[config.mk]
export PLATFORM = sky130hd
export DESIGN_NAME = diff_drive_teleop_mixer
export DESIGN_NICKNAME = d
export VERILOG_FILES = /design/src/rtl/core/ddtm_pkg.sv /design/src/rtl/core/diff_drive_teleop_mixer.sv
export SDC_FILE = /design/constraint.sdc
export NUM_CORES = 1
export LEC_CHECK = 0
export BUFFER_PORTS_ARGS = -buffer_cell sky130_fd_sc_hd__buf_2
export CAP_MARGIN = 10
export CORE_MARGIN = 1
export CORE_UTILIZATION = 35
export CTS_CLUSTER_DIAMETER = 200
export DETAILED_ROUTE_END_ITERATION = 16
export GPL_ROUTABILITY_DRIVEN = 0
export GPL_TIMING_DRIVEN = 0
export PLACE_DENSITY = 0.49
export REMOVE_ABC_BUFFERS = 1
export SKIP_LAST_GASP = 1
export SLEW_MARGIN = 20
export SYNTH_ARGS = -nofsm -noshare
export SYNTH_HDL_FRONTEND = slang
export SYNTH_SLANG_ARGS = --single-unit
[constraint.sdc]
create_clock -name clk -period 16.6 [get_ports clk]
set_input_delay 0.83 -clock clk [delete_from_list [all_inputs] [get_ports clk]]
set_output_delay 0.83 -clock clk [all_outputs]
set_load 0.01 [all_outputs]
[src/rtl/core/ddtm_pkg.sv]
// ----------------------------------------------------------------------------
// ddtm_pkg
// Shared types and constants for the differential-drive teleop mixer: the
// item and result layouts, register indexes and wheel direction codes.
// ----------------------------------------------------------------------------
package ddtm_pkg;

  // Widths of the data items
  localparam int unsigned AXIS_W  = 16;
  localparam int unsigned GAIN_W  = 10;
  localparam int unsigned SPEED_W = 10;
  localparam int unsigned DIR_W   = 3;
  localparam int unsigned CFG_IDX_W = 3;

  // Fraction bits of joystick axes (Q1.15) and velocities (Q8.8)
  localparam int unsigned JOY_FRAC = 15;
  localparam int unsigned VEL_FRAC = 8;

  localparam logic [SPEED_W-1:0] SPEED_MAX = '1;

  // Wheel direction codes
  localparam logic [DIR_W-1:0] DIR_STOP = 3'd0;
  localparam logic [DIR_W-1:0] DIR_A    = 3'd6;  // left forward, right reverse
  localparam logic [DIR_W-1:0] DIR_B    = 3'd5;  // left reverse, right forward

  // Item kinds
  localparam logic KIND_JOY = 1'b0;
  localparam logic KIND_VEL = 1'b1;

  // Configuration register indexes
  typedef enum logic [CFG_IDX_W-1:0] {
    REG_THROTTLE_GAIN  = 3'd0,
    REG_STEER_GAIN     = 3'd1,
    REG_LINEAR_GAIN    = 3'd2,
    REG_ANGULAR_GAIN   = 3'd3,
    REG_STEER_DEADBAND = 3'd4
  } reg_index_t;

  // Register reset values
  localparam logic [GAIN_W-1:0] THROTTLE_GAIN_RST  = 10'd250;
  localparam logic [GAIN_W-1:0] STEER_GAIN_RST     = 10'd150;
  localparam logic [GAIN_W-1:0] LINEAR_GAIN_RST    = 10'd150;
  localparam logic [GAIN_W-1:0] ANGULAR_GAIN_RST   = 10'd282;
  localparam logic [GAIN_W-1:0] STEER_DEADBAND_RST = 10'd5;

  typedef struct packed {
    logic                     kind;
    logic signed [AXIS_W-1:0] right_trigger;
    logic signed [AXIS_W-1:0] left_trigger;
    logic signed [AXIS_W-1:0] steer_axis;
    logic                     btn_normal_speed;
    logic                     btn_slow_speed;
    logic                     btn_manual;
    logic                     btn_auto;
    logic signed [AXIS_W-1:0] linear_vel;
    logic signed [AXIS_W-1:0] angular_vel;
  } cmd_t;

  typedef struct packed {
    logic [SPEED_W-1:0] left_speed;
    logic [DIR_W-1:0]   left_dir;
    logic [SPEED_W-1:0] right_speed;
    logic [DIR_W-1:0]   right_dir;
    logic               auto_active;
    logic               slow_active;
    logic               is_calibrated;
  } res_t;

endpackage

[src/rtl/core/diff_drive_teleop_mixer.sv]
// ----------------------------------------------------------------------------
// diff_drive_teleop_mixer
// Arcade mixer for a differential drive: joystick events and velocity
// commands update held wheel speeds, direction codes and mode flags.
// ----------------------------------------------------------------------------
// The block takes one item per clock cycle while the result side is not
// stalled, and returns one result per item. An item is captured in an
// input register; when it advances, two shared 17x11 and 16x11 signed
// multipliers, the mix adders and the magnitude logic update the wheel and
// mode state and load the result register. A stall on the result side holds
// the result register and then the input register, and only then stalls the
// command side. Configuration writes go straight to the gain and deadband
// registers and take effect on the next item that is mixed.
module diff_drive_teleop_mixer (
  input  logic                                 clk,
  input  logic                                 rst,
  input  logic                                 cmd_valid,
  output logic                                 cmd_stall,
  input  ddtm_pkg::cmd_t                       cmd,
  output logic                                 res_valid,
  input  logic                                 res_stall,
  output ddtm_pkg::res_t                       res,
  input  logic                                 cfg_we,
  input  logic [ddtm_pkg::CFG_IDX_W-1:0]       cfg_index,
  input  logic [ddtm_pkg::GAIN_W-1:0]          cfg_data
);
  import ddtm_pkg::*;

  localparam int unsigned OPA_W  = AXIS_W + 1;          // trigger difference
  localparam int unsigned PROD_W = OPA_W + GAIN_W + 1;  // signed product
  localparam int unsigned MIX_W  = PROD_W + 1;          // sum of two products

  // Configuration registers
  logic [GAIN_W-1:0] throttle_gain, steer_gain, linear_gain, angular_gain;
  logic [GAIN_W-1:0] steer_deadband;

  // Input register
  logic s1_valid;
  cmd_t s1;

  // Block state
  logic [SPEED_W-1:0] left_mag, right_mag;
  logic [DIR_W-1:0]   left_code, right_code;
  logic calibrated_flag, slow_flag, auto_flag, command_seen;

  logic out_free, advance, cmd_accept;

  // Datapath
  logic signed [OPA_W-1:0]  opa;
  logic signed [AXIS_W-1:0] opb;
  logic signed [GAIN_W:0]   gain_a, gain_b;
  logic signed [PROD_W-1:0] prod_a, prod_b, turn;
  logic [PROD_W-1:0]        abs_turn, deadband_q;
  logic signed [MIX_W-1:0]  mix_l, mix_r;
  logic slow_next, auto_next, cal_next, wheel_en;
  logic [SPEED_W-1:0] left_mag_next, right_mag_next;
  logic [DIR_W-1:0]   left_code_next, right_code_next;

  // Magnitude of a mixed value: truncate to whole units, halve, saturate
  function automatic logic [SPEED_W-1:0] wheel_mag(logic signed [MIX_W-1:0] v,
                                                   logic vel, logic half);
    logic [MIX_W-1:0] a;
    logic [MIX_W-1:0] m;
    a = v[MIX_W-1] ? (~v + 1'b1) : v;
    m = vel ? (a >> VEL_FRAC) : (a >> JOY_FRAC);
    if (half) m = m >> 1;
    return (m > MIX_W'(SPEED_MAX)) ? SPEED_MAX : m[SPEED_W-1:0];
  endfunction

  // Direction of a mixed value; velocity values under one unit stop
  function automatic logic [DIR_W-1:0] wheel_dir(logic signed [MIX_W-1:0] v,
                                                 logic vel,
                                                 logic [DIR_W-1:0] pos,
                                                 logic [DIR_W-1:0] neg);
    logic [MIX_W-1:0] a;
    logic [MIX_W-1:0] m;
    a = v[MIX_W-1] ? (~v + 1'b1) : v;
    m = a >> VEL_FRAC;
    if (v == '0 || (vel && m == '0)) return DIR_STOP;
    return v[MIX_W-1] ? neg : pos;
  endfunction

  // Handshake: the input register moves on when the result slot is free
  assign out_free   = !res_valid || !res_stall;
  assign advance    = s1_valid && out_free;
  assign cmd_stall  = s1_valid && !out_free;
  assign cmd_accept = cmd_valid && !cmd_stall;

  // Configuration writes
  always_ff @(posedge clk) begin
    if (rst) begin
      throttle_gain  <= THROTTLE_GAIN_RST;
      steer_gain     <= STEER_GAIN_RST;
      linear_gain    <= LINEAR_GAIN_RST;
      angular_gain   <= ANGULAR_GAIN_RST;
      steer_deadband <= STEER_DEADBAND_RST;
    end else if (cfg_we) begin
      unique case (cfg_index)
        REG_THROTTLE_GAIN:  throttle_gain  <= cfg_data;
        REG_STEER_GAIN:     steer_gain     <= cfg_data;
        REG_LINEAR_GAIN:    linear_gain    <= cfg_data;
        REG_ANGULAR_GAIN:   angular_gain   <= cfg_data;
        REG_STEER_DEADBAND: steer_deadband <= cfg_data;
        default: ;
      endcase
    end
  end

  // Capture the item
  always_ff @(posedge clk) begin
    if (rst) begin
      s1_valid <= 1'b0;
    end else if (cmd_accept) begin
      s1_valid <= 1'b1;
    end else if (advance) begin
      s1_valid <= 1'b0;
    end
  end

  always_ff @(posedge clk) begin
    if (cmd_accept) begin
      s1 <= cmd;
    end
  end

  // Share the multipliers between joystick and velocity mixing
  always_comb begin
    if (s1.kind == KIND_VEL) begin
      opa    = OPA_W'(s1.linear_vel);
      opb    = s1.angular_vel;
      gain_a = $signed({1'b0, linear_gain});
      gain_b = $signed({1'b0, angular_gain});
    end else begin
      opa    = OPA_W'(s1.right_trigger) - OPA_W'(s1.left_trigger);
      opb    = s1.steer_axis;
      gain_a = $signed({1'b0, throttle_gain});
      gain_b = $signed({1'b0, steer_gain});
    end
  end

  assign prod_a = PROD_W'(opa) * PROD_W'(gain_a);
  assign prod_b = PROD_W'(opb) * PROD_W'(gain_b);

  // Zero the joystick turn inside the deadband
  assign abs_turn   = prod_b[PROD_W-1] ? PROD_W'(-prod_b) : PROD_W'(prod_b);
  assign deadband_q = PROD_W'(steer_deadband) << JOY_FRAC;
  assign turn = (s1.kind == KIND_JOY && abs_turn < deadband_q) ? '0 : prod_b;

  assign mix_l = MIX_W'(prod_a) - MIX_W'(turn);
  assign mix_r = MIX_W'(prod_a) + MIX_W'(turn);

  // Next mode flags; slow wins over normal, auto needs a seen command
  always_comb begin
    slow_next = slow_flag;
    auto_next = auto_flag;
    cal_next  = calibrated_flag;
    if (s1.kind == KIND_JOY) begin
      if (s1.btn_normal_speed) slow_next = 1'b0;
      if (s1.btn_slow_speed)   slow_next = 1'b1;
      if (s1.btn_manual)       auto_next = 1'b0;
      if (s1.btn_auto && command_seen) auto_next = 1'b1;
      if (s1.right_trigger == {1'b1, {(AXIS_W-1){1'b0}}} &&
          s1.left_trigger  == {1'b1, {(AXIS_W-1){1'b0}}}) begin
        cal_next = 1'b1;
      end
    end
  end

  // Wheels move on commands in auto mode, on calibrated joystick in manual
  assign wheel_en = (s1.kind == KIND_VEL) ? auto_flag : (!auto_next && cal_next);

  always_comb begin
    left_mag_next   = wheel_mag(mix_l, s1.kind, (s1.kind == KIND_JOY) && slow_next);
    right_mag_next  = wheel_mag(mix_r, s1.kind, (s1.kind == KIND_JOY) && slow_next);
    left_code_next  = wheel_dir(mix_l, s1.kind, DIR_A, DIR_B);
    right_code_next = wheel_dir(mix_r, s1.kind, DIR_B, DIR_A);
  end

  // Update the state
  always_ff @(posedge clk) begin
    if (rst) begin
      left_mag        <= '0;
      right_mag       <= '0;
      left_code       <= DIR_STOP;
      right_code      <= DIR_STOP;
      calibrated_flag <= 1'b0;
      slow_flag       <= 1'b0;
      auto_flag       <= 1'b0;
      command_seen    <= 1'b0;
    end else if (advance) begin
      slow_flag       <= slow_next;
      auto_flag       <= auto_next;
      calibrated_flag <= cal_next;
      if (s1.kind == KIND_VEL) command_seen <= 1'b1;
      if (wheel_en) begin
        left_mag   <= left_mag_next;
        right_mag  <= right_mag_next;
        left_code  <= left_code_next;
        right_code <= right_code_next;
      end
    end
  end

  // Result register
  always_ff @(posedge clk) begin
    if (rst) begin
      res_valid <= 1'b0;
    end else if (out_free) begin
      res_valid <= advance;
    end
  end

  always_ff @(posedge clk) begin
    if (advance) begin
      res.left_speed    <= wheel_en ? left_mag_next   : left_mag;
      res.left_dir      <= wheel_en ? left_code_next  : left_code;
      res.right_speed   <= wheel_en ? right_mag_next  : right_mag;
      res.right_dir     <= wheel_en ? right_code_next : right_code;
      res.auto_active   <= auto_next;
      res.slow_active   <= slow_next;
      res.is_calibrated <= cal_next;
    end
  end

  // Auto mode is only ever granted after a velocity command
  a_auto_needs_cmd: assert property (@(posedge clk) disable iff (rst)
    $rose(auto_flag) |-> $past(command_seen))
    else $error("auto mode entered without a seen command");

  // Calibration is sticky
  a_cal_sticky: assert property (@(posedge clk) disable iff (rst)
    !$fell(calibrated_flag))
    else $error("calibration flag cleared");

  // A stopped left wheel has zero speed
  a_stop_zero: assert property (@(posedge clk) disable iff (rst)
    (res_valid && res.left_dir == DIR_STOP) |-> (res.left_speed == '0))
    else $error("left wheel stopped with nonzero speed");

endmodule
==> run summary, run 1 <==
Max-Cap Viols = 0
Max-slew headroom = 0.213
sequential fraction of the synthesis area = 0.188
crit path DAT = 15.60 ns
IO Count = 134
Met1 Wirelength = 34,000 um
router iterations before antenna repair = 5
final worst slack = 1.24 ns
Mapped Cells = 3,145
RSZ-0062 raised after global routing = false
Post CTS Setup Buffer Count = 0
WL met3 = 3110 um
Yosys top cell area share = 0.224
Tmin final = 15.36 ns
critical path endpoint category = flip-flop
Yosys top cell by area = fa_1
count of final max-slew check failures = 0
Post-synth EDFFs = 114
CTS clk-pin slew, worst paths = 0.09 ns
Max stage delay on crit path = 0.83 ns
drt drc = 0
via count = 22,300
CTS tree = yes
first-pass GRT wire length = 123,000 um
H-Tree Level Count = 4
Unique masters post-synth = 110
routed len/inst = 17.7 um
clock buffer depth = 2
Synth Warn # = 0
Core ar. = 76,100 um^2
endpoints failing hold = 0
die height = 279 um
Final period util = 0.925
pre-CTS setup slack = 1.38 ns
GR Util All Layers = 0.198
hold_buf cts = 0
largest fanout on the critical path = 18
Slew @ Worst Pin = 1.17 ns
Synth area leaders = fa_1 (22%), edfxtp_1 (13%), ha_1 (9.6%)
CP max-delay cell = o2111a_1
share of cells above drive strength 1 = 0.0967
CTS-repair resized insts = 0
clock insertion delay at the later pin of the skew report = 0.50 ns
clk root buf = clkbuf_16
skew final = 0.0196 ns
initial core utilization = 0.354
GR Overflow Total = 0
#FFs+latches synth = 196
initial antenna violation count = 0
synthesized area = 26,900 um^2
site row count = 101
Initial DRC Count = 1,479
Min-Delay Path Class = flip-flop to flip-flop
CTS Sinks = 196
fmax = 0.0651 GHz
Ant. Diodes = 0
required time worst endpoint = 16.84 ns
Post-DRT Antenna Nets = 0
top sig layer = met4
placed instance count = 4,225
port bufs = 133
non-filler cells in the finished layout = 4,257
Synth Flop Type = edfxtp_1
vias in the first global route = 22,800
die area = 78,100 um^2
Layout Area Growth over Synthesis = 9.70%
vias per std cell = 5.23
hold_ws = 0.462 ns
Async SR Flop Fraction = 0
HPWL after detailed placement = 62,600 um
final WL = 75,200 um
Mean Syn Cell Area = 8.56 um^2
Setup Crit Path Kind = flip-flop to flip-flop
most frequent CP cell = fa_1
outcome = finished, final reports clean
Die X = 279 um
largest net degree at the start of global routing = 58
cts bufs inserted = 17
layout net count = 3,824
WL met2 = 35,900 um
Startpoint Class = flip-flop
final setup fails = 0
[worst max-delay path: cells and delay by family, from the launching register on]
family	cells	cell delay, ns
XOR/XNOR	2	0.66
AO/OA/AOI/OAI	13	4.77
multiplexers	1	0.68
adder cells (fa/ha/maj)	9	3.76
flip-flops	1	0.46
AND/OR/NAND/NOR	16	4.02
buffers and inverters	7	0.70
[through the flow]
stage,util,instance area (um^2),setup TNS [ns]
5_1_grt,0.388,29500,0
6_report,0.388,29500,0
3_3_place_gp,0.374,28400,-214.08
4_1_cts,0.388,29500,0
3_5_place_dp,0.380,28900,0
2_1_floorplan,-,26500,0
[metal layers]
layer,track usage,vias up
met5,0,-
met4,0.0650,0
met3,0.0287,78
met2,0.336,466
met1,0.258,11000
li1,-,10700
[cells in the final DEF, fill, tap and decap left out, types with 23 or more instances in the layout]
master	n
fa_1	301
and2_1	27
nand2_1	348
a21oi_1	160
o21ai_0	76
mux2i_1	48
buf_2	133
nor2_1	366
xor2_1	38
inv_1	439
nand2b_1	52
dfxtp_1	82
nor2b_1	23
or2_2	23
mux2_2	28
nand3_1	68
a211oi_1	44
nor3_1	56
a21o_1	40
ha_1	206
edfxtp_1	114
xnor2_1	96
o21a_1	25
[area by class of cell]
type	count	area [um^2]
tap	1030	1290
fill	7851	46500
timing repair buffer	161	1050
clock buffer	17	425
clock inverter	15	184
multi-input combinational	2394	19900
inverter	444	1670
sequential	196	5060
[kinds of logic after synthesis]
logic type      Yosys count  synth area share
compound gates          573             0.148
buf+inv                 555            0.0786
mux                      87            0.0336
fa+ha+maj               507             0.319
xor+xnor                137            0.0454
simple gates           1090             0.186
flops                   196             0.188
[path summary, 6_finish.rpt]
path / start / end / slack [ns] / cells past startpoint
setup reg to reg: s1[84]$_DFFE_PP_ / res[21]$_DFFE_PP_ / 1.24 / 48
hold reg to reg: steer_deadband[9]$_SDFFE_PP0P_ / steer_deadband[9]$_SDFFE_PP0P_ / 0.46 / 2
hold / removal: steer_deadband[9]$_SDFFE_PP0P_ / steer_deadband[9]$_SDFFE_PP0P_ / 0.46 / 2
setup / recovery: s1[84]$_DFFE_PP_ / res[21]$_DFFE_PP_ / 1.24 / 48
[synthesized netlist by cell type, types with 16 or more instances]
| cell type | number |
|---|---|
| a31oi_1 | 20 |
| mux2_2 | 28 |
| a21oi_1 | 160 |
| clkbuf_1 | 83 |
| fa_1 | 301 |
| nor3_1 | 56 |
| xor2_1 | 38 |
| inv_1 | 441 |
| o211ai_1 | 19 |
| mux2i_1 | 59 |
| and2_1 | 27 |
| or2_2 | 23 |
| nor2_1 | 369 |
| dfxtp_1 | 82 |
| o31ai_1 | 16 |
| or3_1 | 16 |
| edfxtp_1 | 114 |
| buf_2 | 16 |
| and3_1 | 17 |
| o21ai_0 | 77 |
| o21a_1 | 25 |
| nor2b_1 | 24 |
| nand3_1 | 68 |
| nand2b_1 | 52 |
| nand2_1 | 348 |
| a21o_1 | 40 |
| ha_1 | 206 |
| xnor2_1 | 96 |
| nor4_1 | 22 |
| nand4_1 | 17 |
| a211oi_1 | 44 |
[flip-flops by register name (all words and copies together) (netlist names)]
register         count
slow_flag            1
s1_valid             1
throttle_gain       10
auto_flag            1
res_valid            1
left_mag            10
angular_gain        10
s1                  85
steer_deadband      10
command_seen         1
right_code           3
right_mag           10
steer_gain          10
linear_gain         10
res                 29
left_code            3
calibrated_flag      1
Power of run 1 is left out: the tool's default activity adds up to more than one toggle a clock period on the data nets, which glitch-free logic cannot reach.
==> run 2: changes to the inputs <==
--- a/config.mk
+++ b/config.mk
@@ -7,13 +7,14 @@
 export LEC_CHECK = 0
 export BUFFER_PORTS_ARGS = -buffer_cell sky130_fd_sc_hd__buf_2
 export CAP_MARGIN = 10
+export CORE_ASPECT_RATIO = 0.75
 export CORE_MARGIN = 1
-export CORE_UTILIZATION = 35
+export CORE_UTILIZATION = 25
 export CTS_CLUSTER_DIAMETER = 200
 export DETAILED_ROUTE_END_ITERATION = 16
 export GPL_ROUTABILITY_DRIVEN = 0
 export GPL_TIMING_DRIVEN = 0
-export PLACE_DENSITY = 0.49
+export PLACE_DENSITY = 0.38
 export REMOVE_ABC_BUFFERS = 1
 export SKIP_LAST_GASP = 1
 export SLEW_MARGIN = 20
==> run summary, run 2 (same netlist as run 1, synthesis figures left out) <==
skew final = 0.0183 ns
GR Util All Layers = 0.157
register area = 5060 um^2
largest net degree at the start of global routing = 58
Max stage delay on crit path = 0.82 ns
clock insertion delay at the later pin of the skew report = 0.54 ns
endpoints failing hold = 0
Tmin final = 15.51 ns
clock buffer depth = 2
die area = 109,000 um^2
final WL = 83,700 um
crit path DAT = 15.78 ns
Fin Setup TNS = 0 ns
max reg flops = 85
IO Count = 134
most common cell after layout, fill and taps aside = inv_1
outcome = finished, final reports clean
Top reg by flops = s1
CTS clk-pin slew, worst paths = 0.08 ns
CTS Sinks = 196
initial antenna violation count = 1
clk root buf = clkbuf_16
hold_ws = 0.457 ns
Post-DRT Antenna Nets = 0
hold_buf cts = 0
CTS tree = yes
count of final max-slew check failures = 0
H-Tree Level Count = 4
cts bufs inserted = 17
Die X = 381 um
Core ar. = 106,000 um^2
Startpoint Class = flip-flop
Final period util = 0.934
Max-Cap Viols = 0
fillcell total = 11,400
first-pass GRT wire length = 133,000 um
Largest regs = s1: 85 flops, res: 29 flops
share of cells above drive strength 1 = 0.0957
Setup Crit Path Kind = flip-flop to flip-flop
setup slack, reg-to-reg = 1.09 ns
critical path endpoint category = flip-flop
most frequent CP cell = fa_1
vias in the first global route = 21,700
fmax = 0.0645 GHz
via count = 21,600
routed len/inst = 18.1 um
CP max-delay cell = mux2i_1
Min-Delay Startpoint = right_code[0]$_SDFFE_PP0P_
Initial DRC Count = 1,355
layout net count = 3,817
Ant. Diodes = 0
Slew @ Worst Pin = 1.17 ns
die height = 286 um
largest fanout on the critical path = 20
vias per std cell = 4.65
area occupied by multi-input gates = 20,000 um^2
required time worst endpoint = 16.87 ns
GR Overflow Total = 0
initial core utilization = 0.254
RSZ-0062 raised after global routing = false
drt drc = 0
site row count = 103
Worst setup startpoint = s1[84]$_DFFE_PP_
port bufs = 133
Max-slew headroom = 0.218
Layout Area Growth over Synthesis = 11.6%
RR Startpoint = s1[84]$_DFFE_PP_
most frequent cells in the layout = inv_1 (439), nor2_1 (366), nand2_1 (348)
HPWL after detailed placement = 69,600 um
router iterations before antenna repair = 5
Min-Delay Path Class = flip-flop to flip-flop
final setup fails = 0
-- run 2: cell count changes in the layout (fill, tap and decap cells not counted), sizes merged --
cell	before	now
clkbuf	17	20
inv	450	448
clkinvlp	0	1
bufinv	1	0
clkinv	8	7
buf	161	154
-- run 2: timing repair --
item | CTS | global route
endpoints found under the setup margin | 0 | 3
gates resized for setup | 0 | 1
setup buffers | 0 | 0
-- run 2: per-layer routing --
metal / part of all wire / vias up / global-route usage
met2: 0.42 / 291 / 0.233
met5: 0 / - / 0
met4: 0.010 / 0 / 0.0302
li1: - / 10700 / -
met1: 0.54 / 10500 / 0.241
met3: 0.028 / 35 / 0.0207
-- run 2: worst paths after layout --
check,to,cells after the start
max,res[21]$_DFFE_PP_,50
min,right_code[0]$_SDFFE_PP0P_,2
max reg2reg,res[21]$_DFFE_PP_,50
min reg2reg,right_code[0]$_SDFFE_PP0P_,2
-- run 2: cell type report --
class	instances	share of cell area
Clock inverter	12	0.00366
Tap cell	1417	0.0590
Clock buffer	20	0.0156
Multi-Input combinational cell	2394	0.664
Sequential cell	196	0.169
Inverter	444	0.0555
Timing Repair Buffer	154	0.0337
-- run 2: worst max-delay path: cells and delay by family (launching register included) --
family | cells | cell delay, ns
muxes | 1 | 0.82
DFF | 1 | 0.37
AOI/OAI and AO/OA | 13 | 4.03
buffers and inverters | 9 | 1.01
adders and majority gates | 9 | 3.98
xor gates and xnor gates | 2 | 0.58
and+or+nand+nor | 16 | 4.43
-- run 2: per-stage QoR --
| step | setup WS, ns | std cells | area (um^2) | utilization |
|---|---|---|---|---|
| after global routing | 0.0479 | 4637 | 30100 | 0.283 |
| final | 1.09 | 4637 | 30100 | 0.283 |
| after floorplan | 0.510 | 3034 | 26500 | - |
| after global placement | -6.08 | 4584 | 28900 | 0.273 |
| after CTS | 1.07 | 4637 | 30000 | 0.283 |
| after detailed placement | 1.13 | 4605 | 29500 | 0.278 |
Power of run 2 is left out for the same reason.
==> run 3: changes to the inputs <==
--- a/config.mk
+++ b/config.mk
@@ -9,12 +9,12 @@
 export CAP_MARGIN = 10
 export CORE_ASPECT_RATIO = 0.75
 export CORE_MARGIN = 1
-export CORE_UTILIZATION = 25
+export CORE_UTILIZATION = 65
 export CTS_CLUSTER_DIAMETER = 200
 export DETAILED_ROUTE_END_ITERATION = 16
 export GPL_ROUTABILITY_DRIVEN = 0
 export GPL_TIMING_DRIVEN = 0
-export PLACE_DENSITY = 0.38
+export PLACE_DENSITY = 0.83
 export REMOVE_ABC_BUFFERS = 1
 export SKIP_LAST_GASP = 1
 export SLEW_MARGIN = 20
==> run summary, run 3 (same netlist as run 1, synthesis figures left out) <==
fmax = 0.0657 GHz
Min-Delay Path Class = flip-flop to flip-flop
clock insertion delay at the later pin of the skew report = 0.50 ns
CP max-delay cell = nor4_2
Die X = 237 um
Max-slew headroom = 0.232
CTS clk-pin slew, worst paths = 0.08 ns
WP buf/inv = 8
Layout Area Growth over Synthesis = 6.90%
largest net degree at the start of global routing = 58
hold_buf cts = 0
CTS-repair resized insts = 0
Finished Core Util = 0.705
count of final max-slew check failures = 0
required time worst endpoint = 16.82 ns
Startpoint Class = flip-flop
site row count = 64
Max-Cap Viols = 0
routed len/inst = 19.1 um
fillcell total = 3,012
clk root buf = clkbuf_16
first-pass GRT wire length = 117,000 um
vias per std cell = 6.30
via count = 23,600
outcome = finished, violations left
H-Tree Level Count = 4
Max stage delay on crit path = 0.90 ns
port bufs = 133
Core ar. = 40,800 um^2
layout net count = 3,815
initial core utilization = 0.659
most frequent CP cell = fa_1
RSZ-0062 raised after global routing = false
cts bufs inserted = 17
final setup fails = 0
Initial DRC Count = 3,009
Post-DRT Antenna Nets = 0
endpoints failing hold = 0
Top reg by flops = s1
RR Startpoint = s1[84]$_DFFE_PP_
drt drc = 1
share of cells above drive strength 1 = 0.0935
Largest regs = s1: 85 flops, res: 29 flops
Ant. Diodes = 0
GR Overflow Total = 0
Tmin final = 15.22 ns
Worst setup startpoint = s1[84]$_DFFE_PP_
most frequent cells in the layout = inv_1 (439), nor2_1 (366), nand2_1 (348)
HPWL after detailed placement = 56,500 um
max reg flops = 85
CTS tree = yes
die height = 178 um
hold_ws = 0.459 ns
crit path DAT = 15.45 ns
CTS Sinks = 196
final WL = 71,700 um
Min-Delay Startpoint = right_code[0]$_SDFFE_PP0P_
clock buffer depth = 2
CP top delay family = simple AND/OR/NAND/NOR gates
die area = 42,300 um^2
vias in the first global route = 23,600
router iterations before antenna repair = 13
Final period util = 0.917
largest fanout on the critical path = 18
violated checks = design-rule violations
Setup Crit Path Kind = flip-flop to flip-flop
GR Util All Layers = 0.347
initial antenna violation count = 1
critical path endpoint category = flip-flop
Slew @ Worst Pin = 1.14 ns
IO Count = 134
Post CTS Setup Buffer Count = 0
most common cell after layout, fill and taps aside = inv_1
skew final = 0.0199 ns
## run 3: cell types whose count changed in the layout (fill, tap and decap cells not counted), sizes merged
| cell | before | now |
|---|---|---|
| inv | 448 | 450 |
| bufinv | 0 | 1 |
| clkbuf | 20 | 18 |
| buf | 154 | 152 |
| clkinvlp | 1 | 0 |
## run 3: metrics by stage
stage | setup TNS, ns | cells | setup slack (ns) | cell area, um^2
floorplan | 0 | 3034 | 0.510 | 26500
finish | 0 | 3746 | 1.38 | 28800
global route | 0 | 3746 | 0.637 | 28800
detailed placement | 0 | 3714 | 1.74 | 28100
global placement | -153.28 | 3695 | -3.79 | 27800
CTS | 0 | 3746 | 1.63 | 28800
## run 3: path summary, 6_finish.rpt
check	endpoint	slack, ns	cells after the start
setup / recovery	res[3]$_DFFE_PP_	1.38	49
hold / removal	right_code[0]$_SDFFE_PP0P_	0.46	2
setup reg to reg	res[3]$_DFFE_PP_	1.38	49
hold reg to reg	right_code[0]$_SDFFE_PP0P_	0.46	2
## run 3: metal layers
| layer | part of all wire | wire [um] | track usage |
|---|---|---|---|
| met5 | 0.00018 | 13 | 0 |
| met2 | 0.46 | 32800 | 0.563 |
| met4 | 0.040 | 2880 | 0.158 |
| met3 | 0.10 | 7260 | 0.0744 |
| met1 | 0.40 | 28700 | 0.450 |
## run 3: area by class of cell
cell class / count / area (um^2) / area share
repair buffers: 152 / 917 / 0.0319
well taps: 528 / 661 / 0.0229
flip-flops and latches: 196 / 5060 / 0.176
clock buffers: 18 / 439 / 0.0153
multi-input cells: 2394 / 19900 / 0.690
inverters: 444 / 1670 / 0.0579
clock inverters: 14 / 183 / 0.00634
## run 3: tightest hold or removal path: stages (launching register included)
cell and delay (ns):
dfxtp_1 0.31, nand2_1 0.05, o21ai_1 0.05
Power of run 3 is left out for the same reason.
